**src/design/kwl_pkg.sv**
```systemverilog
`timescale 1ns / 1ps
// ----------------------------------------------------------------------------
// kwl_pkg
// Shared types, token codes and the keyword table of the keyword lexer.
// ----------------------------------------------------------------------------
package kwl_pkg;

	localparam int LINE_BITS_DEF   = 20;
	localparam int COLUMN_BITS_DEF = 16;
	localparam int OFFSET_BITS_DEF = 24;

	localparam int LEN_BITS    = 16;
	localparam int KIND_BITS   = 5;
	localparam int CHAR_BITS   = 8;
	localparam int KW_COUNT    = 14;
	localparam int KW_MAX_LEN  = 17;
	localparam int KW_POS_BITS = 5;
	localparam int QUEUE_DEPTH = 4;

	typedef logic [KIND_BITS-1:0] kind_t;
	typedef logic [CHAR_BITS-1:0] char_t;
	typedef logic [LEN_BITS-1:0]  len_t;
	typedef logic [KW_COUNT-1:0]  kw_mask_t;
	typedef logic [1:0]           push_cnt_t;

	typedef enum logic [2:0] {
		MODE_IDLE,
		MODE_IDENT,
		MODE_NUMBER,
		MODE_STRING,
		MODE_ENDED
	} mode_t;

	localparam kind_t KIND_IDENT   = 5'd0;
	localparam kind_t KIND_NUMBER  = 5'd1;
	localparam kind_t KIND_STRING  = 5'd2;
	localparam kind_t KIND_UNKNOWN = 5'd3;
	localparam kind_t KIND_END     = 5'd4;
	localparam kind_t KIND_KW0     = 5'd5;

	localparam char_t CH_NUL   = 8'h00;
	localparam char_t CH_NL    = 8'h0A;
	localparam char_t CH_TAB   = 8'h09;
	localparam char_t CH_CR    = 8'h0D;
	localparam char_t CH_SPACE = 8'h20;
	localparam char_t CH_QUOTE = 8'h22;
	localparam char_t CH_DOT   = 8'h2E;
	localparam char_t CH_UNDER = 8'h5F;

	localparam kw_mask_t KW_ALL = '1;

	// right-aligned text, first character in the highest used byte
	localparam logic [KW_MAX_LEN*8-1:0] KW_TEXT [KW_COUNT] = '{
		"func", "start", "end", "call",
		"safe.add", "safe.sub", "safe.mul", "safe.div",
		"tuple.pack", "tuple.unpack", "list.append", "list.remove",
		"language.parallel", "language.sync"
	};

	localparam logic [KW_POS_BITS-1:0] KW_LEN [KW_COUNT] = '{
		5'd4, 5'd5, 5'd3, 5'd4, 5'd8, 5'd8, 5'd8, 5'd8,
		5'd10, 5'd12, 5'd11, 5'd11, 5'd17, 5'd13
	};

	function automatic kw_mask_t kw_narrow(input kw_mask_t cand, input len_t pos,
			input char_t c);
		kw_mask_t m;
		int       idx;
		m = cand;
		for (int i = 0; i < KW_COUNT; i++) begin
			if (pos >= len_t'(KW_LEN[i])) begin
				m[i] = 1'b0;
			end else begin
				idx = (int'(KW_LEN[i]) - 1 - int'(pos[KW_POS_BITS-1:0])) * 8;
				if (KW_TEXT[i][idx +: 8] != c)
					m[i] = 1'b0;
			end
		end
		return m;
	endfunction

	function automatic kind_t kw_kind(input kw_mask_t cand, input len_t len);
		kind_t k;
		k = KIND_IDENT;
		for (int i = KW_COUNT - 1; i >= 0; i--) begin
			if (cand[i] && len == len_t'(KW_LEN[i]))
				k = KIND_KW0 + kind_t'(i);
		end
		return k;
	endfunction

endpackage

```
**src/design/kwl_res_queue.sv**
```systemverilog
`timescale 1ns / 1ps
// ----------------------------------------------------------------------------
// kwl_res_queue
// Small result queue; takes up to two beats per cycle, hands out one unless the reader stalls.
// ----------------------------------------------------------------------------
module kwl_res_queue #(
	parameter int WIDTH = 8
) (
	input  logic                clk,
	input  logic                arst_n,
	input  kwl_pkg::push_cnt_t  push_cnt,
	input  logic [WIDTH-1:0]    push_d0,
	input  logic [WIDTH-1:0]    push_d1,
	output logic                room,
	output logic                rd_valid,
	input  logic                rd_stall,
	output logic [WIDTH-1:0]    rd_data
);

	localparam int DEPTH = kwl_pkg::QUEUE_DEPTH;
	localparam int PTR_W = $clog2(DEPTH);
	localparam int CNT_W = $clog2(DEPTH + 1);

	logic [WIDTH-1:0] mem_q [DEPTH];
	logic [PTR_W-1:0] wr_ptr_q;
	logic [PTR_W-1:0] rd_ptr_q;
	logic [CNT_W-1:0] count_q;
	logic [PTR_W-1:0] wr_ptr_nx;
	logic             pop;

	assign rd_valid  = (count_q != '0);
	assign rd_data   = mem_q[rd_ptr_q];
	assign pop       = rd_valid & ~rd_stall;
	assign room      = (count_q <= CNT_W'(DEPTH - 2));
	assign wr_ptr_nx = wr_ptr_q + 1'b1;

	always_ff @(posedge clk or negedge arst_n) begin
		if (!arst_n) begin
			wr_ptr_q <= '0;
			rd_ptr_q <= '0;
			count_q  <= '0;
		end else begin
			wr_ptr_q <= wr_ptr_q + PTR_W'(push_cnt);
			if (pop)
				rd_ptr_q <= rd_ptr_q + 1'b1;
			count_q <= count_q + CNT_W'(push_cnt) - CNT_W'(pop);
		end
	end

	always_ff @(posedge clk) begin
		if (push_cnt != 2'd0)
			mem_q[wr_ptr_q] <= push_d0;
		if (push_cnt == 2'd2)
			mem_q[wr_ptr_nx] <= push_d1;
	end

endmodule

```
**src/design/kwl_scanner.sv**
```systemverilog
`timescale 1ns / 1ps
// ----------------------------------------------------------------------------
// kwl_scanner
// Token state machine, position counters and keyword candidate mask.
// ----------------------------------------------------------------------------
module kwl_scanner #(
	parameter int LINE_BITS   = kwl_pkg::LINE_BITS_DEF,
	parameter int COLUMN_BITS = kwl_pkg::COLUMN_BITS_DEF,
	parameter int OFFSET_BITS = kwl_pkg::OFFSET_BITS_DEF,
	parameter int RES_W = kwl_pkg::KIND_BITS + LINE_BITS + COLUMN_BITS + OFFSET_BITS
		+ kwl_pkg::LEN_BITS + kwl_pkg::CHAR_BITS + 1
) (
	input  logic               clk,
	input  logic               arst_n,
	input  logic               step,
	input  kwl_pkg::char_t     c,
	output kwl_pkg::push_cnt_t push_cnt,
	output logic [RES_W-1:0]   res0,
	output logic [RES_W-1:0]   res1
);

	kwl_pkg::mode_t             mode_q, mode_d;
	logic [LINE_BITS-1:0]       line_q, line_d;
	logic [COLUMN_BITS-1:0]     col_q, col_d;
	logic [OFFSET_BITS-1:0]     off_q, off_d;
	logic [COLUMN_BITS-1:0]     beg_col_q, beg_col_d;
	logic [OFFSET_BITS-1:0]     beg_off_q, beg_off_d;
	kwl_pkg::len_t              len_q, len_d;
	kwl_pkg::kw_mask_t          cand_q, cand_d;

	logic is_letter, is_digit, is_space, is_tail, is_quote, is_nul, is_other;
	logic cont, close_str, fin, idle_path, consume, start_tok, idle_emit, ended;
	logic [OFFSET_BITS-1:0] off_inc;
	kwl_pkg::len_t          len_inc;
	kwl_pkg::kind_t         kind_a, kind_b;
	logic [RES_W-2:0]       tok_a, tok_b;

	assign is_letter = (c >= "a" && c <= "z") || (c >= "A" && c <= "Z");
	assign is_digit  = (c >= "0" && c <= "9");
	assign is_space  = (c == kwl_pkg::CH_SPACE)
		|| (c >= kwl_pkg::CH_TAB && c <= kwl_pkg::CH_CR);
	assign is_tail   = is_letter || is_digit || c == kwl_pkg::CH_DOT
		|| c == kwl_pkg::CH_UNDER;
	assign is_quote  = (c == kwl_pkg::CH_QUOTE);
	assign is_nul    = (c == kwl_pkg::CH_NUL);
	assign is_other  = ~is_nul & ~is_space & ~is_letter & ~is_digit & ~is_quote;

	assign ended     = (mode_q == kwl_pkg::MODE_ENDED);
	assign cont      = (mode_q == kwl_pkg::MODE_IDENT && is_tail)
		|| (mode_q == kwl_pkg::MODE_NUMBER && is_digit)
		|| (mode_q == kwl_pkg::MODE_STRING && !is_quote && !is_nul);
	assign close_str = (mode_q == kwl_pkg::MODE_STRING) && is_quote;
	assign fin       = (mode_q == kwl_pkg::MODE_IDENT && !is_tail)
		|| (mode_q == kwl_pkg::MODE_NUMBER && !is_digit)
		|| (mode_q == kwl_pkg::MODE_STRING && is_nul);
	assign idle_path = (mode_q == kwl_pkg::MODE_IDLE) || fin;
	assign consume   = cont || close_str || (idle_path && !is_nul);
	assign start_tok = idle_path && (is_letter || is_digit || is_quote);
	assign idle_emit = idle_path && (is_nul || is_other);

	assign off_inc = (off_q != '1) ? off_q + 1'b1 : off_q;
	assign len_inc = (len_q != '1) ? len_q + 1'b1 : len_q;

	// next state
	always_comb begin
		mode_d = mode_q;
		case (mode_q)
			kwl_pkg::MODE_ENDED: mode_d = kwl_pkg::MODE_ENDED;
			default: begin
				if (close_str) begin
					mode_d = kwl_pkg::MODE_IDLE;
				end else if (idle_path) begin
					if (is_nul)
						mode_d = kwl_pkg::MODE_ENDED;
					else if (is_letter)
						mode_d = kwl_pkg::MODE_IDENT;
					else if (is_digit)
						mode_d = kwl_pkg::MODE_NUMBER;
					else if (is_quote)
						mode_d = kwl_pkg::MODE_STRING;
					else
						mode_d = kwl_pkg::MODE_IDLE;
				end
			end
		endcase
	end

	// counters and token bookkeeping
	always_comb begin
		line_d    = line_q;
		col_d     = col_q;
		off_d     = off_q;
		beg_col_d = beg_col_q;
		beg_off_d = beg_off_q;
		len_d     = len_q;
		cand_d    = cand_q;
		if (consume) begin
			off_d = off_inc;
			if (c == kwl_pkg::CH_NL) begin
				line_d = (line_q != '1) ? line_q + 1'b1 : line_q;
				col_d  = COLUMN_BITS'(1);
			end else begin
				col_d = (col_q != '1) ? col_q + 1'b1 : col_q;
			end
		end
		if (cont) begin
			len_d = len_inc;
			if (mode_q == kwl_pkg::MODE_IDENT)
				cand_d = kwl_pkg::kw_narrow(cand_q, len_q, c);
		end
		if (start_tok) begin
			beg_col_d = col_q;
			beg_off_d = is_quote ? off_inc : off_q;
			len_d     = is_quote ? kwl_pkg::len_t'(0) : kwl_pkg::len_t'(1);
			cand_d    = is_letter ? kwl_pkg::kw_narrow(kwl_pkg::KW_ALL, '0, c)
				: kwl_pkg::KW_ALL;
		end
	end

	// result beats
	always_comb begin
		case (mode_q)
			kwl_pkg::MODE_IDENT:  kind_a = kwl_pkg::kw_kind(cand_q, len_q);
			kwl_pkg::MODE_NUMBER: kind_a = kwl_pkg::KIND_NUMBER;
			default:              kind_a = kwl_pkg::KIND_STRING;
		endcase
		kind_b = (ended || is_nul) ? kwl_pkg::KIND_END : kwl_pkg::KIND_UNKNOWN;
		tok_a  = {kind_a, line_q, beg_col_q, beg_off_q, len_q, kwl_pkg::CH_NUL};
		if (kind_b == kwl_pkg::KIND_END)
			tok_b = {kind_b, line_q, col_q, off_q, kwl_pkg::len_t'(0), kwl_pkg::CH_NUL};
		else
			tok_b = {kind_b, line_q, col_q, off_q, kwl_pkg::len_t'(1), c};

		push_cnt = 2'd0;
		res0     = {tok_b, 1'b1};
		res1     = {tok_b, 1'b1};
		if (step) begin
			if (ended) begin
				push_cnt = 2'd1;
			end else if (close_str || fin) begin
				if (fin && idle_emit) begin
					push_cnt = 2'd2;
					res0     = {tok_a, 1'b0};
				end else begin
					push_cnt = 2'd1;
					res0     = {tok_a, 1'b1};
				end
			end else if (idle_emit) begin
				push_cnt = 2'd1;
			end
		end
	end

	always_ff @(posedge clk or negedge arst_n) begin
		if (!arst_n) begin
			mode_q    <= kwl_pkg::MODE_IDLE;
			line_q    <= LINE_BITS'(1);
			col_q     <= COLUMN_BITS'(1);
			off_q     <= '0;
			beg_col_q <= COLUMN_BITS'(1);
			beg_off_q <= '0;
			len_q     <= '0;
			cand_q    <= kwl_pkg::KW_ALL;
		end else if (step) begin
			mode_q    <= mode_d;
			line_q    <= line_d;
			col_q     <= col_d;
			off_q     <= off_d;
			beg_col_q <= beg_col_d;
			beg_off_q <= beg_off_d;
			len_q     <= len_d;
			cand_q    <= cand_d;
		end
	end

endmodule

```
**src/design/keyword_lexer_stream.sv**
```systemverilog
`timescale 1ns / 1ps
// ----------------------------------------------------------------------------
// keyword_lexer_stream
// Streaming tokenizer with position tracking and keyword recognition.
// ----------------------------------------------------------------------------
// Takes one source byte per cycle. A byte enters an input register, is scanned
// once the result queue has room, and its tokens land in a four-entry result
// queue, from which they are offered in order. Most bytes make zero or one
// token; a byte that closes a token and is itself an unknown byte or the end
// marker makes two beats, so a stream is sustained at one byte per cycle as
// long as the output port, which moves one beat per cycle, keeps up. Input
// stalls only while the queue holds more than two beats. No start-up sweep.
// ----------------------------------------------------------------------------
module keyword_lexer_stream #(
	parameter int LINE_BITS   = kwl_pkg::LINE_BITS_DEF,
	parameter int COLUMN_BITS = kwl_pkg::COLUMN_BITS_DEF,
	parameter int OFFSET_BITS = kwl_pkg::OFFSET_BITS_DEF
) (
	input  logic                   clk,
	input  logic                   arst_n,
	input  logic                   byte_valid,
	output logic                   byte_stall,
	input  logic [7:0]             char_code,
	output logic                   token_valid,
	input  logic                   token_stall,
	output logic [4:0]             token_kind,
	output logic [LINE_BITS-1:0]   token_line,
	output logic [COLUMN_BITS-1:0] start_column,
	output logic [OFFSET_BITS-1:0] start_offset,
	output logic [15:0]            token_length,
	output logic [7:0]             unknown_byte,
	output logic                   last_of_run
);

	localparam int LEN_W  = kwl_pkg::LEN_BITS;
	localparam int CHR_W  = kwl_pkg::CHAR_BITS;
	localparam int KND_W  = kwl_pkg::KIND_BITS;
	localparam int RES_W  = KND_W + LINE_BITS + COLUMN_BITS + OFFSET_BITS + LEN_W + CHR_W + 1;
	localparam int UB_LO  = 1;
	localparam int LEN_LO = UB_LO + CHR_W;
	localparam int OFF_LO = LEN_LO + LEN_W;
	localparam int COL_LO = OFF_LO + OFFSET_BITS;
	localparam int LIN_LO = COL_LO + COLUMN_BITS;
	localparam int KND_LO = LIN_LO + LINE_BITS;

	logic               valid_s1;
	kwl_pkg::char_t     char_s1;
	logic               room;
	logic               step;
	logic               accept;
	kwl_pkg::push_cnt_t push_cnt;
	logic [RES_W-1:0]   res0, res1, head;

	assign byte_stall = valid_s1 & ~room;
	assign accept     = byte_valid & ~byte_stall;
	assign step       = valid_s1 & room;

	always_ff @(posedge clk or negedge arst_n) begin
		if (!arst_n) begin
			valid_s1 <= 1'b0;
		end else if (accept) begin
			valid_s1 <= 1'b1;
		end else if (step) begin
			valid_s1 <= 1'b0;
		end
	end

	always_ff @(posedge clk) begin
		if (accept)
			char_s1 <= char_code;
	end

	kwl_scanner #(
		.LINE_BITS   (LINE_BITS),
		.COLUMN_BITS (COLUMN_BITS),
		.OFFSET_BITS (OFFSET_BITS),
		.RES_W       (RES_W)
	) u_scanner (
		.clk      (clk),
		.arst_n   (arst_n),
		.step     (step),
		.c        (char_s1),
		.push_cnt (push_cnt),
		.res0     (res0),
		.res1     (res1)
	);

	kwl_res_queue #(
		.WIDTH (RES_W)
	) u_queue (
		.clk      (clk),
		.arst_n   (arst_n),
		.push_cnt (push_cnt),
		.push_d0  (res0),
		.push_d1  (res1),
		.room     (room),
		.rd_valid (token_valid),
		.rd_stall (token_stall),
		.rd_data  (head)
	);

	assign token_kind   = head[KND_LO +: KND_W];
	assign token_line   = head[LIN_LO +: LINE_BITS];
	assign start_column = head[COL_LO +: COLUMN_BITS];
	assign start_offset = head[OFF_LO +: OFFSET_BITS];
	assign token_length = head[LEN_LO +: LEN_W];
	assign unknown_byte = head[UB_LO +: CHR_W];
	assign last_of_run  = head[0];

endmodule

```
**config.mk**
```make
export PLATFORM = sky130hd
export DESIGN_NAME = keyword_lexer_stream
export DESIGN_NICKNAME = d
export VERILOG_FILES = /design/src/design/kwl_pkg.sv /design/src/design/kwl_res_queue.sv /design/src/design/kwl_scanner.sv /design/src/design/keyword_lexer_stream.sv
export SDC_FILE = /design/constraint.sdc
export NUM_CORES = 1
export LEC_CHECK = 0
export BUFFER_PORTS_ARGS = -buffer_cell sky130_fd_sc_hd__buf_2
export CORE_AREA = 2 2 357 271
export DETAILED_ROUTE_END_ITERATION = 12
export DIE_AREA = 0 0 359 273
export GPL_TIMING_DRIVEN = 0
export PLACE_DENSITY = 0.5
export SLEW_MARGIN = 20
export SYNTH_ARGS = -nofsm -noshare
export SYNTH_HDL_FRONTEND = slang
export SYNTH_SLANG_ARGS = --single-unit
```
**constraint.sdc**
```tcl
create_clock -name clk -period 6.4 [get_ports clk]
set_input_delay 0.32 -clock clk [delete_from_list [all_inputs] [get_ports clk]]
set_output_delay 0.32 -clock clk [all_outputs]
set_load 0.005 [all_outputs]
```
==> results.toml, run 1 <==
[floorplan]
ioPinCount = 104
initial_core_util = 0.288
design.die.area_um2 = 98000
row_count = 98
core_area_um2 = 94500
floorplan.die.width_um = 359
dieHeight_um = 273

[critical_path]
worst_setup_path_end_kind = "register"
critPathKind = "register to register"
crit_path_max_incr_delay_ps = 1020
crit_family = "buffers and inverters"
crit_path_cell_trace = "buf_2 > clkinv_1 > clkbuf_1 > ha_1 > clkbuf_1 > clkbuf_1 > clkbuf_1 > clkbuf_1 > nand3_1 > or4_1 > a2111oi_1 > a21oi_1 > o22ai_1"
worst-path-buf-inv = 7
critical_path.startpoint_type = "register"
cp_num_cells = 13
crit_arrival_ps = 6530
crit_path_max_fanout = 11
path_common_cell = "sky130_fd_sc_hd__clkbuf_1"
worst_path_max_delay_cell = "sky130_fd_sc_hd__a2111oi_1"
critPathRequiredTime_ps = 6970
reg2reg_path_depth = 13

[power]
p_per_area_nw_per_um2 = 425
ir_drop_uv = 228
power.leakage_uw = 0.0113

[global_route]
antenna_found_initial = 4
globalRoute.totalOverflow = 0
grt_pass1_vias = 20273
groute.usage.overall = 0.183
first_pass_grt_wire_length_mm = 136
maximum_number_of_pins_on_one_net_before_global_route_repair = 85

[final_layout]
nets = 2700
layout_cell_share_with_drive_strength_beyond_1 = 0.148
antenna_cells = 0
finish.instance_area_um2 = 31200
fillers = 9573
area.sequential_um2 = 13900
area_of_the_multi_input_gates_um2 = 12200
synthToLayoutAreaGrowth_pct = 14.9
layout_commonest_cell = "sky130_fd_sc_hd__edfxtp_1"
most_frequent_cells_in_the_layout = "sky130_fd_sc_hd__edfxtp_1 (296), sky130_fd_sc_hd__nand2_1 (220), sky130_fd_sc_hd__o21ai_0 (184), sky130_fd_sc_hd__a22o_1 (155), sky130_fd_sc_hd__nor2_1 (144)"

[outcome]
status = "complete, no violations"

[placement]
port_buffers = 103
placement.cell_area_um2 = 29400
dpl.hpwl_mm = 62.4
routabilityCongestion = 0.938

[yosys]
yosysUniqueCellTypes = 88
synth_area_um2 = 27200
synth.net_count = 2529
yosysSeqAreaShare = 0.510
synth.yosys.warnings = 0
ys_ff_latch = 509
yosysTopAreaCell = "sky130_fd_sc_hd__edfxtp_1"
synthesis.area_per_instance_um2 = 10.9
yosys.area.top_type_share = 0.327
post_synth_arst_share = 0.277
synth.area.top_cells = "sky130_fd_sc_hd__edfxtp_1 (33%), sky130_fd_sc_hd__dfrtp_1 (11%), sky130_fd_sc_hd__mux4_2 (7.5%)"
ys_dominant_reg_cell = "sky130_fd_sc_hd__edfxtp_1"
synth-edff-count = 296
synthesis.instances = 2490

[routing]
antenna_left = 0
route.detailed.drc = 0
route.vias.total = 21345
detail_route.wirelength_mm = 91.4
drtIter0Drc = 2600
routedWlPerCell_um = 23.1
drtPass1Iterations = 6
mean_number_of_vias_per_cell = 5.40

[sta]
timing_hold_violations_final = 0
worst_slew_pin_slew_ps = 1210
finalMaxSlewViolations = 0
setup_viol_count_final = 0
timing.final.crit_period_ps = 5970
timing.final.crit_share = 0.932
fin_setup_tns_ps = 0
grt_setup_unrepaired = "no"
rel_slew_slack = 0.189
fmaxAchievable_ghz = 0.168
final.setup_skew_ps = 36.8

[clocking]
cts_num_sinks = 509
post_cts.resized_instances = 0
max-clock-path-buffers = 3
tritoncts = "built"
worst_skew_pair.late_latency_ps = 640
cts_buffers = 53
cts-root-buf = "sky130_fd_sc_hd__clkbuf_16"
path_clk_slew_ps = 70
clock_tree.htree_level_count = 2

[worst_hold_path]
holdPathStages = 4
hold_path.class = "primary input to register"

[run]
drv.max_cap_violation_count = 0
cell families after synthesis:
family	synth area share
DFF	0.510
adders and majority gates	0.0127
and+or+nand+nor	0.155
buffers and inverters	0.0431
xor gates and xnor gates	0.0451
muxes	0.0776
AOI/OAI and AO/OA	0.156
metal layers:
layer | vias up | GRT usage | wire length [um]
met4 | 2 | 0.0360 | 1490
met1 | 10719 | 0.282 | 44700
met5 | - | 0.00383 | 54
met2 | 875 | 0.254 | 36800
li1 | 9660 | - | -
met3 | 89 | 0.0465 | 8380
cell usage after synthesis, drive strengths merged, types with 42 or more instances:
cell type  number
nor3           42
nand3         142
mux4           90
a22o          155
o21ai         194
clkbuf        130
a21oi          80
nor2          145
and2           99
xnor2          92
buf           101
xor2           48
dfrtp         124
edfxtp        296
dfxtp          72
nand2         225
metrics by stage:
stage	setup slack [ps]	instances	power (uW)	util	hold slack, ps
final	433	3956	13300	0.330	75.0
after global routing	405	3956	13900	0.330	67.8
after CTS	771	3956	13300	0.330	39.7
after detailed placement	829	3846	10100	0.311	322
after global placement	519	3843	10000	0.310	445
after floorplan	2810	2490	7930	-	24.4
worst register-to-register path, stage by stage, from the launching register on:
cell and delay (ps):
sky130_fd_sc_hd__dfrtp_1 630, sky130_fd_sc_hd__buf_2 340, sky130_fd_sc_hd__clkinv_1 310, sky130_fd_sc_hd__clkbuf_1 450
sky130_fd_sc_hd__ha_1 430, sky130_fd_sc_hd__clkbuf_1 220, sky130_fd_sc_hd__clkbuf_1 360, sky130_fd_sc_hd__clkbuf_1 550
sky130_fd_sc_hd__clkbuf_1 600, sky130_fd_sc_hd__nand3_1 190, sky130_fd_sc_hd__or4_1 430, sky130_fd_sc_hd__a2111oi_1 1020
sky130_fd_sc_hd__a21oi_1 190, sky130_fd_sc_hd__o22ai_1 170
final timing paths:
path | from | endpoint | slack, ps
worst min-delay path | token_stall | u_queue.rd_ptr_q[1]$_DFFE_PN0P_ | 80
worst max-delay path | u_scanner.len_q[0]$_DFFE_PN0P_ | u_scanner.cand_q[2]$_DFFE_PN1P_ | 430
max in group asynchronous | arst_n | u_scanner.beg_off_q[5]$_DFFE_PN0P_ | 5220
min in group asynchronous | arst_n | u_queue.count_q[1]$_DFF_PN0_ | 270
worst max register to register | u_scanner.len_q[0]$_DFFE_PN0P_ | u_scanner.cand_q[2]$_DFFE_PN1P_ | 430
worst min register to register | u_queue.mem_q[1][0]$_SDFFE_PP1N_ | u_queue.mem_q[1][0]$_SDFFE_PP1N_ | 460
power by group:
| part | switching (uW) | total, uW | leakage (uW) | internal [uW] |
|---|---|---|---|---|
| clock | 1380 | 3190 | 0.000866 | 1800 |
| combinational | 3730 | 5690 | 0.00513 | 1960 |
| sequential | 254 | 4400 | 0.00528 | 4150 |
flip-flops by register name, summed over array words and instances (netlist names):
name and cells:
char_s1 8, u_queue.count_q 3, u_queue.mem_q 360, u_queue.rd_ptr_q 2, u_queue.wr_ptr_q 2, u_scanner.beg_col_q 16, u_scanner.beg_off_q 24, u_scanner.cand_q 14
u_scanner.col_q 16, u_scanner.len_q 16, u_scanner.line_q 20, u_scanner.mode_q 3, u_scanner.off_q 24, valid_s1 1
area by class of cell:
cell class              instances  share of cell area
inverters                      31             0.00372
multi-input cells            1719               0.389
flip-flops and latches        509               0.444
clock inverters                23             0.00709
clock buffers                  77              0.0495
plain buffers                 231              0.0341
well taps                    1250              0.0501
repair buffers                116              0.0220
repair_timing:
item                                    in CTS  in global routing
endpoints found under the setup margin       0                  0
hold endpoints to repair                    52                  0
hold buffers                                10                  0
setup buffers                                0                  0
(Power assumes the default switching activity.)
==> run 2, diff against run 1 <==
--- a/config.mk
+++ b/config.mk
@@ -5,12 +5,12 @@
 export SDC_FILE = /design/constraint.sdc
 export NUM_CORES = 1
 export LEC_CHECK = 0
-export BUFFER_PORTS_ARGS = -buffer_cell sky130_fd_sc_hd__buf_2
 export CORE_AREA = 2 2 357 271
 export DETAILED_ROUTE_END_ITERATION = 12
 export DIE_AREA = 0 0 359 273
+export DONT_BUFFER_PORTS = 1
 export GPL_TIMING_DRIVEN = 0
-export PLACE_DENSITY = 0.5
+export PLACE_DENSITY = 0.49
 export SLEW_MARGIN = 20
 export SYNTH_ARGS = -nofsm -noshare
 export SYNTH_HDL_FRONTEND = slang
==> results.toml, run 2 (synthesis results as in run 1) <==
[power]
switching_fraction_of_total_power = 0.413
total_power_uw = 12900
power.leakage_uw = 0.0108
power.combinational.fraction = 0.427
power.clock.fraction = 0.233
intPower_uw = 7600
net-switching-power_uw = 5340
p_per_area_nw_per_um2 = 423
ir_drop_uv = 322
pwr-share-seq = 0.340

[routing]
drtIter0Drc = 2171
drtPass1Iterations = 6
routedWlPerCell_um = 24.4
route.vias.total = 21412
route.detailed.drc = 0
mean_number_of_vias_per_cell = 5.56
antenna_left = 0
detail_route.wirelength_mm = 94.2

[floorplan]
core_area_um2 = 94500
design.die.area_um2 = 98000
floorplan.die.width_um = 359
ioPinCount = 104
dieHeight_um = 273
initial_core_util = 0.288
row_count = 98

[final_layout]
largestRegisters = "u_queue.mem_q x360, u_scanner.beg_off_q x24, u_scanner.off_q x24"
most_frequent_cells_in_the_layout = "sky130_fd_sc_hd__edfxtp_1 (296), sky130_fd_sc_hd__nand2_1 (220), sky130_fd_sc_hd__o21ai_0 (184), sky130_fd_sc_hd__a22o_1 (155), sky130_fd_sc_hd__clkbuf_1 (151)"
nets = 2598
final_cell_count_no_fill = 3852
layout_commonest_cell = "sky130_fd_sc_hd__edfxtp_1"
synthToLayoutAreaGrowth_pct = 12.5
fillers = 9505
layout_cell_share_with_drive_strength_beyond_1 = 0.108
largest_register_ff_count = 360
registers.top_by_ff_count = "u_queue.mem_q"

[global_route]
grt_pass1_vias = 20609
globalRoute.totalOverflow = 0
first_pass_grt_wire_length_mm = 140
groute.usage.overall = 0.188
antenna_found_initial = 1
maximum_number_of_pins_on_one_net_before_global_route_repair = 142

[sta]
timing_hold_violations_final = 0
timing.final.crit_share = 0.941
fmaxAchievable_ghz = 0.166
final.setup_skew_ps = 38.5
timing.final.crit_period_ps = 6020
fin_setup_tns_ps = 0
grt_setup_unrepaired = "no"
holdWs_ps = 131
finalMaxSlewViolations = 0
rel_slew_slack = 0.245
setup_viol_count_final = 0
worst_slew_pin_slew_ps = 1130

[critical_path]
crit_path_max_incr_delay_ps = 900
crit_arrival_ps = 6540
worst_setup_path_end_kind = "register"
crit_family = "buffers and inverters"
worst-path-buf-inv = 5
worst_r2r_startpoint = "u_scanner.len_q[2]$_DFFE_PN0P_"
crit_path_max_fanout = 13
critPathRequiredTime_ps = 6920
critPathKind = "register to register"
path_common_cell = "sky130_fd_sc_hd__clkbuf_1"
timing.critical_path.from = "u_scanner.len_q[2]$_DFFE_PN0P_"
critical_path.startpoint_type = "register"
worst_path_max_delay_cell = "sky130_fd_sc_hd__a2111oi_1"
crit_path_cell_trace = "buf_2 > buf_1 > clkinv_1 > ha_1 > clkbuf_1 > clkbuf_1 > xor2_1 > nand2_1 > a21oi_1 > xnor2_1 > a2111oi_1 > nand4_1 > o21ai_0"

[clocking]
path_clk_slew_ps = 70
worst_skew_pair.late_latency_ps = 630
cts_buffers = 52
max-clock-path-buffers = 3
cts-root-buf = "sky130_fd_sc_hd__clkbuf_16"
cts.repair_timing.setup_buffer_count = 0
cts_num_sinks = 509
clock_tree.htree_level_count = 2
tritoncts = "built"

[placement]
port_buffers = 0
placed_cells = 3742
dpl.hpwl_mm = 64.9
routabilityCongestion = 0.916

[worst_hold_path]
hp-start = "byte_valid"
hold_path.class = "primary input to register"

[outcome]
status = "complete, no violations"

[run]
drv.max_cap_violation_count = 0
-- run 2: cell types whose count changed in the layout (fill, tap and decap cells not counted), moves of 2 or more --
cell                         delta
sky130_fd_sc_hd__clkbuf_1      +12
sky130_fd_sc_hd__clkbuf_8      -12
sky130_fd_sc_hd__buf_2        -102
sky130_fd_sc_hd__clkinvlp_4     -2
-- run 2: final cells by class --
type / count / area (um^2) / share of cell area
Antenna cell: 1 / 2.50 / 0.0000818
Buffer: 231 / 1070 / 0.0349
Clock buffer: 76 / 1400 / 0.0458
Clock inverter: 20 / 211 / 0.00691
Inverter: 31 / 116 / 0.00381
Multi-Input combinational cell: 1719 / 12200 / 0.397
Sequential cell: 509 / 13900 / 0.454
Tap cell: 1250 / 1560 / 0.0511
Timing Repair Buffer: 15 / 188 / 0.00614
-- run 2: worst paths after layout --
| check | to | slack, ps | depth (start not counted) |
|---|---|---|---|
| min in group asynchronous | u_scanner.line_q[18]$_DFFE_PN0P_ | 360 | 2 |
| hold / removal | char_s1[3]$_DFFE_PP_ | 130 | 1 |
| setup / recovery | u_scanner.cand_q[8]$_DFFE_PN1P_ | 380 | 13 |
| hold reg to reg | u_queue.mem_q[0][89]$_SDFFE_PP0P_ | 470 | 2 |
| setup reg to reg | u_scanner.cand_q[8]$_DFFE_PN1P_ | 380 | 13 |
| max in group asynchronous | u_scanner.off_q[13]$_DFFE_PN0P_ | 5320 | 2 |
-- run 2: power groups by stage --
| stage | Sequential [uW] | Clock [uW] | Combinational [uW] |
|---|---|---|---|
| 3_5_place_dp | 4460 | 0 | 5430 |
| 5_1_grt | 4450 | 3200 | 5930 |
| 4_1_cts | 4400 | 3070 | 5480 |
| 6_report | 4400 | 3010 | 5530 |
| 3_3_place_gp | 4440 | 0 | 5400 |
| 2_1_floorplan | 4350 | 0 | 3580 |
-- run 2: per-layer routing --
layer,GRT usage,up-vias,part of all wire
li1,-,9463,-
met1,0.283,10921,0.47
met2,0.277,914,0.43
met3,0.0395,114,0.087
met4,0.0386,0,0.016
met5,0,-,0
-- run 2: through the flow --
step / setup WS [ps] / cell area (um^2) / util
after floorplan: 2810 / 27200 / -
after global placement: 371 / 28800 / 0.304
after detailed placement: 643 / 28800 / 0.305
after CTS: 601 / 30600 / 0.323
after global routing: 194 / 30600 / 0.323
final: 381 / 30600 / 0.323
-- run 2: what timing repair did --
action / 4_1_cts / 5_1_grt
endpoints found under the hold margin: 152 / 0
gates resized for setup: 0 / 0
hold buffers: 12 / 0
==> run 3, diff against run 2 <==
--- a/config.mk
+++ b/config.mk
@@ -11,6 +11,7 @@
 export DONT_BUFFER_PORTS = 1
 export GPL_TIMING_DRIVEN = 0
 export PLACE_DENSITY = 0.49
+export REMOVE_ABC_BUFFERS = 1
 export SLEW_MARGIN = 20
 export SYNTH_ARGS = -nofsm -noshare
 export SYNTH_HDL_FRONTEND = slang
==> results.toml, run 3 (synthesis results as in run 1) <==
[global_route]
antenna_found_initial = 0
maximum_number_of_pins_on_one_net_before_global_route_repair = 142
grt_pass1_vias = 19871
first_pass_grt_wire_length_mm = 128
globalRoute.totalOverflow = 0
groute.usage.overall = 0.168

[floorplan]
floorplan.die.width_um = 359
initial_core_util = 0.288
core_area_um2 = 94500
dieHeight_um = 273
row_count = 98
ioPinCount = 104
design.die.area_um2 = 98000

[routing]
drtPass1Iterations = 6
mean_number_of_vias_per_cell = 5.49
route.vias.total = 20137
antenna_left = 0
detail_route.wirelength_mm = 83.0
drtIter0Drc = 1936
route.detailed.drc = 0
routedWlPerCell_um = 22.6

[final_layout]
largest_register_ff_count = 360
layout_commonest_cell = "sky130_fd_sc_hd__edfxtp_1"
nets = 2405
most_frequent_cells_in_the_layout = "sky130_fd_sc_hd__edfxtp_1 (296), sky130_fd_sc_hd__nand2_1 (219), sky130_fd_sc_hd__o21ai_0 (184), sky130_fd_sc_hd__a22o_1 (155)"
antenna_cells = 0
synthToLayoutAreaGrowth_pct = 13.2
registers.top_by_ff_count = "u_queue.mem_q"
final_cell_count_no_fill = 3666
largestRegisters = "u_queue.mem_q x360, u_scanner.beg_off_q x24, u_scanner.off_q x24"
finalCoreUtilization = 0.326
layout_cell_share_with_drive_strength_beyond_1 = 0.126
finish.instance_area_um2 = 30800

[critical_path]
critPathKind = "register to register"
crit_arrival_ps = 6170
critical_path.startpoint_type = "register"
reg2reg_path_depth = 10
worst_setup_path_end_kind = "register"
crit_path_max_fanout = 61
critPathRequiredTime_ps = 6980

[placement]
placed_cells = 3543
placement.cell_area_um2 = 28600
routabilityCongestion = 0.872
dpl.hpwl_mm = 54.1
port_buffers = 0

[sta]
timing.final.crit_period_ps = 5590
finalMaxSlewViolations = 0
setup_viol_count_final = 0
final.setup_skew_ps = 62.8
grt_setup_unrepaired = "no"
rel_slew_slack = 0.200
fmaxAchievable_ghz = 0.179
timing.final.crit_share = 0.873
timing_hold_violations_final = 0
worst_slew_pin_slew_ps = 1200

[clocking]
tritoncts = "built"
post_cts.resized_instances = 0
cts.repair_timing.setup_buffer_count = 0
cts-root-buf = "sky130_fd_sc_hd__clkbuf_16"
max-clock-path-buffers = 3
path_clk_slew_ps = 60
cts_buffers = 58
worst_skew_pair.late_latency_ps = 660
cts_num_sinks = 509
clock_tree.htree_level_count = 2

[outcome]
status = "complete, no violations"

[power]
p_per_area_nw_per_um2 = 431
ir_drop_uv = 259
power.leakage_uw = 0.0108

[worst_hold_path]
hold_path.class = "primary input to register"
holdPathStages = 1

[run]
drv.max_cap_violation_count = 0
## run 3: through the flow
step / hold WS, ps / setup WS (ps) / setup TNS [ps] / total power [uW]
floorplan: 24.4 / 1240 / 0 / 7800
global placement: 32.2 / -2620 / -647300 / 9570
detailed placement: 31.1 / 700 / 0 / 9780
CTS: 113 / 670 / 0 / 13400
global route: 151 / 626 / 0 / 14000
finish: 138 / 810 / 0 / 13300
## run 3: worst max-delay path, cell delays in order (launching register included)
cell	delay, ps
sky130_fd_sc_hd__dfrtp_4	900
sky130_fd_sc_hd__clkinv_1	840
sky130_fd_sc_hd__ha_2	790
sky130_fd_sc_hd__nor2_1	580
sky130_fd_sc_hd__nand2_1	270
sky130_fd_sc_hd__a21o_1	250
sky130_fd_sc_hd__a22oi_1	170
sky130_fd_sc_hd__xnor2_1	100
sky130_fd_sc_hd__o31a_1	370
sky130_fd_sc_hd__a2111oi_1	950
sky130_fd_sc_hd__o21ba_2	230
## run 3: what timing repair did
action / in CTS / in global routing
hold buffers: 12 / 0
endpoints found under the hold margin: 152 / 0
endpoints found under the setup margin: 0 / 0
## run 3: report_power, final
| group | switching (uW) | internal (uW) |
|---|---|---|
| sequential | 562 | 4150 |
| clock | 1460 | 2070 |
| combinational | 3190 | 1830 |
| total | 5210 | 8050 |
## run 3: path summary, 6_finish.rpt
path | start | endpoint | slack (ps)
max in group asynchronous | arst_n | u_queue.rd_ptr_q[0]$_DFFE_PN0P_ | 5280
min reg2reg | u_queue.mem_q[1][0]$_SDFFE_PP1N_ | u_queue.mem_q[1][0]$_SDFFE_PP1N_ | 470
min | byte_valid | char_s1[5]$_DFFE_PP_ | 140
max reg2reg | u_scanner.len_q[0]$_DFFE_PN0P_ | u_scanner.cand_q[11]$_DFFE_PN1P_ | 810
min in group asynchronous | arst_n | u_scanner.line_q[12]$_DFFE_PN0P_ | 380
max | u_scanner.len_q[0]$_DFFE_PN0P_ | u_scanner.cand_q[11]$_DFFE_PN1P_ | 810
## run 3: area by class of cell
cell class | count | area [um^2]
Fill cell | 9356 | 63700
Sequential cell | 509 | 13900
Inverter | 31 | 116
Timing Repair Buffer | 47 | 915
Clock inverter | 41 | 479
Multi-Input combinational cell | 1719 | 12300
Clock buffer | 69 | 1550
Tap cell | 1250 | 1560
## run 3: per-layer routing
metal / global-route usage / vias up / share of wire
li1: - / 9089 / -
met1: 0.236 / 10249 / 0.45
met2: 0.263 / 679 / 0.45
met3: 0.0368 / 120 / 0.075
met4: 0.0390 / 0 / 0.019
met5: 0 / - / 0
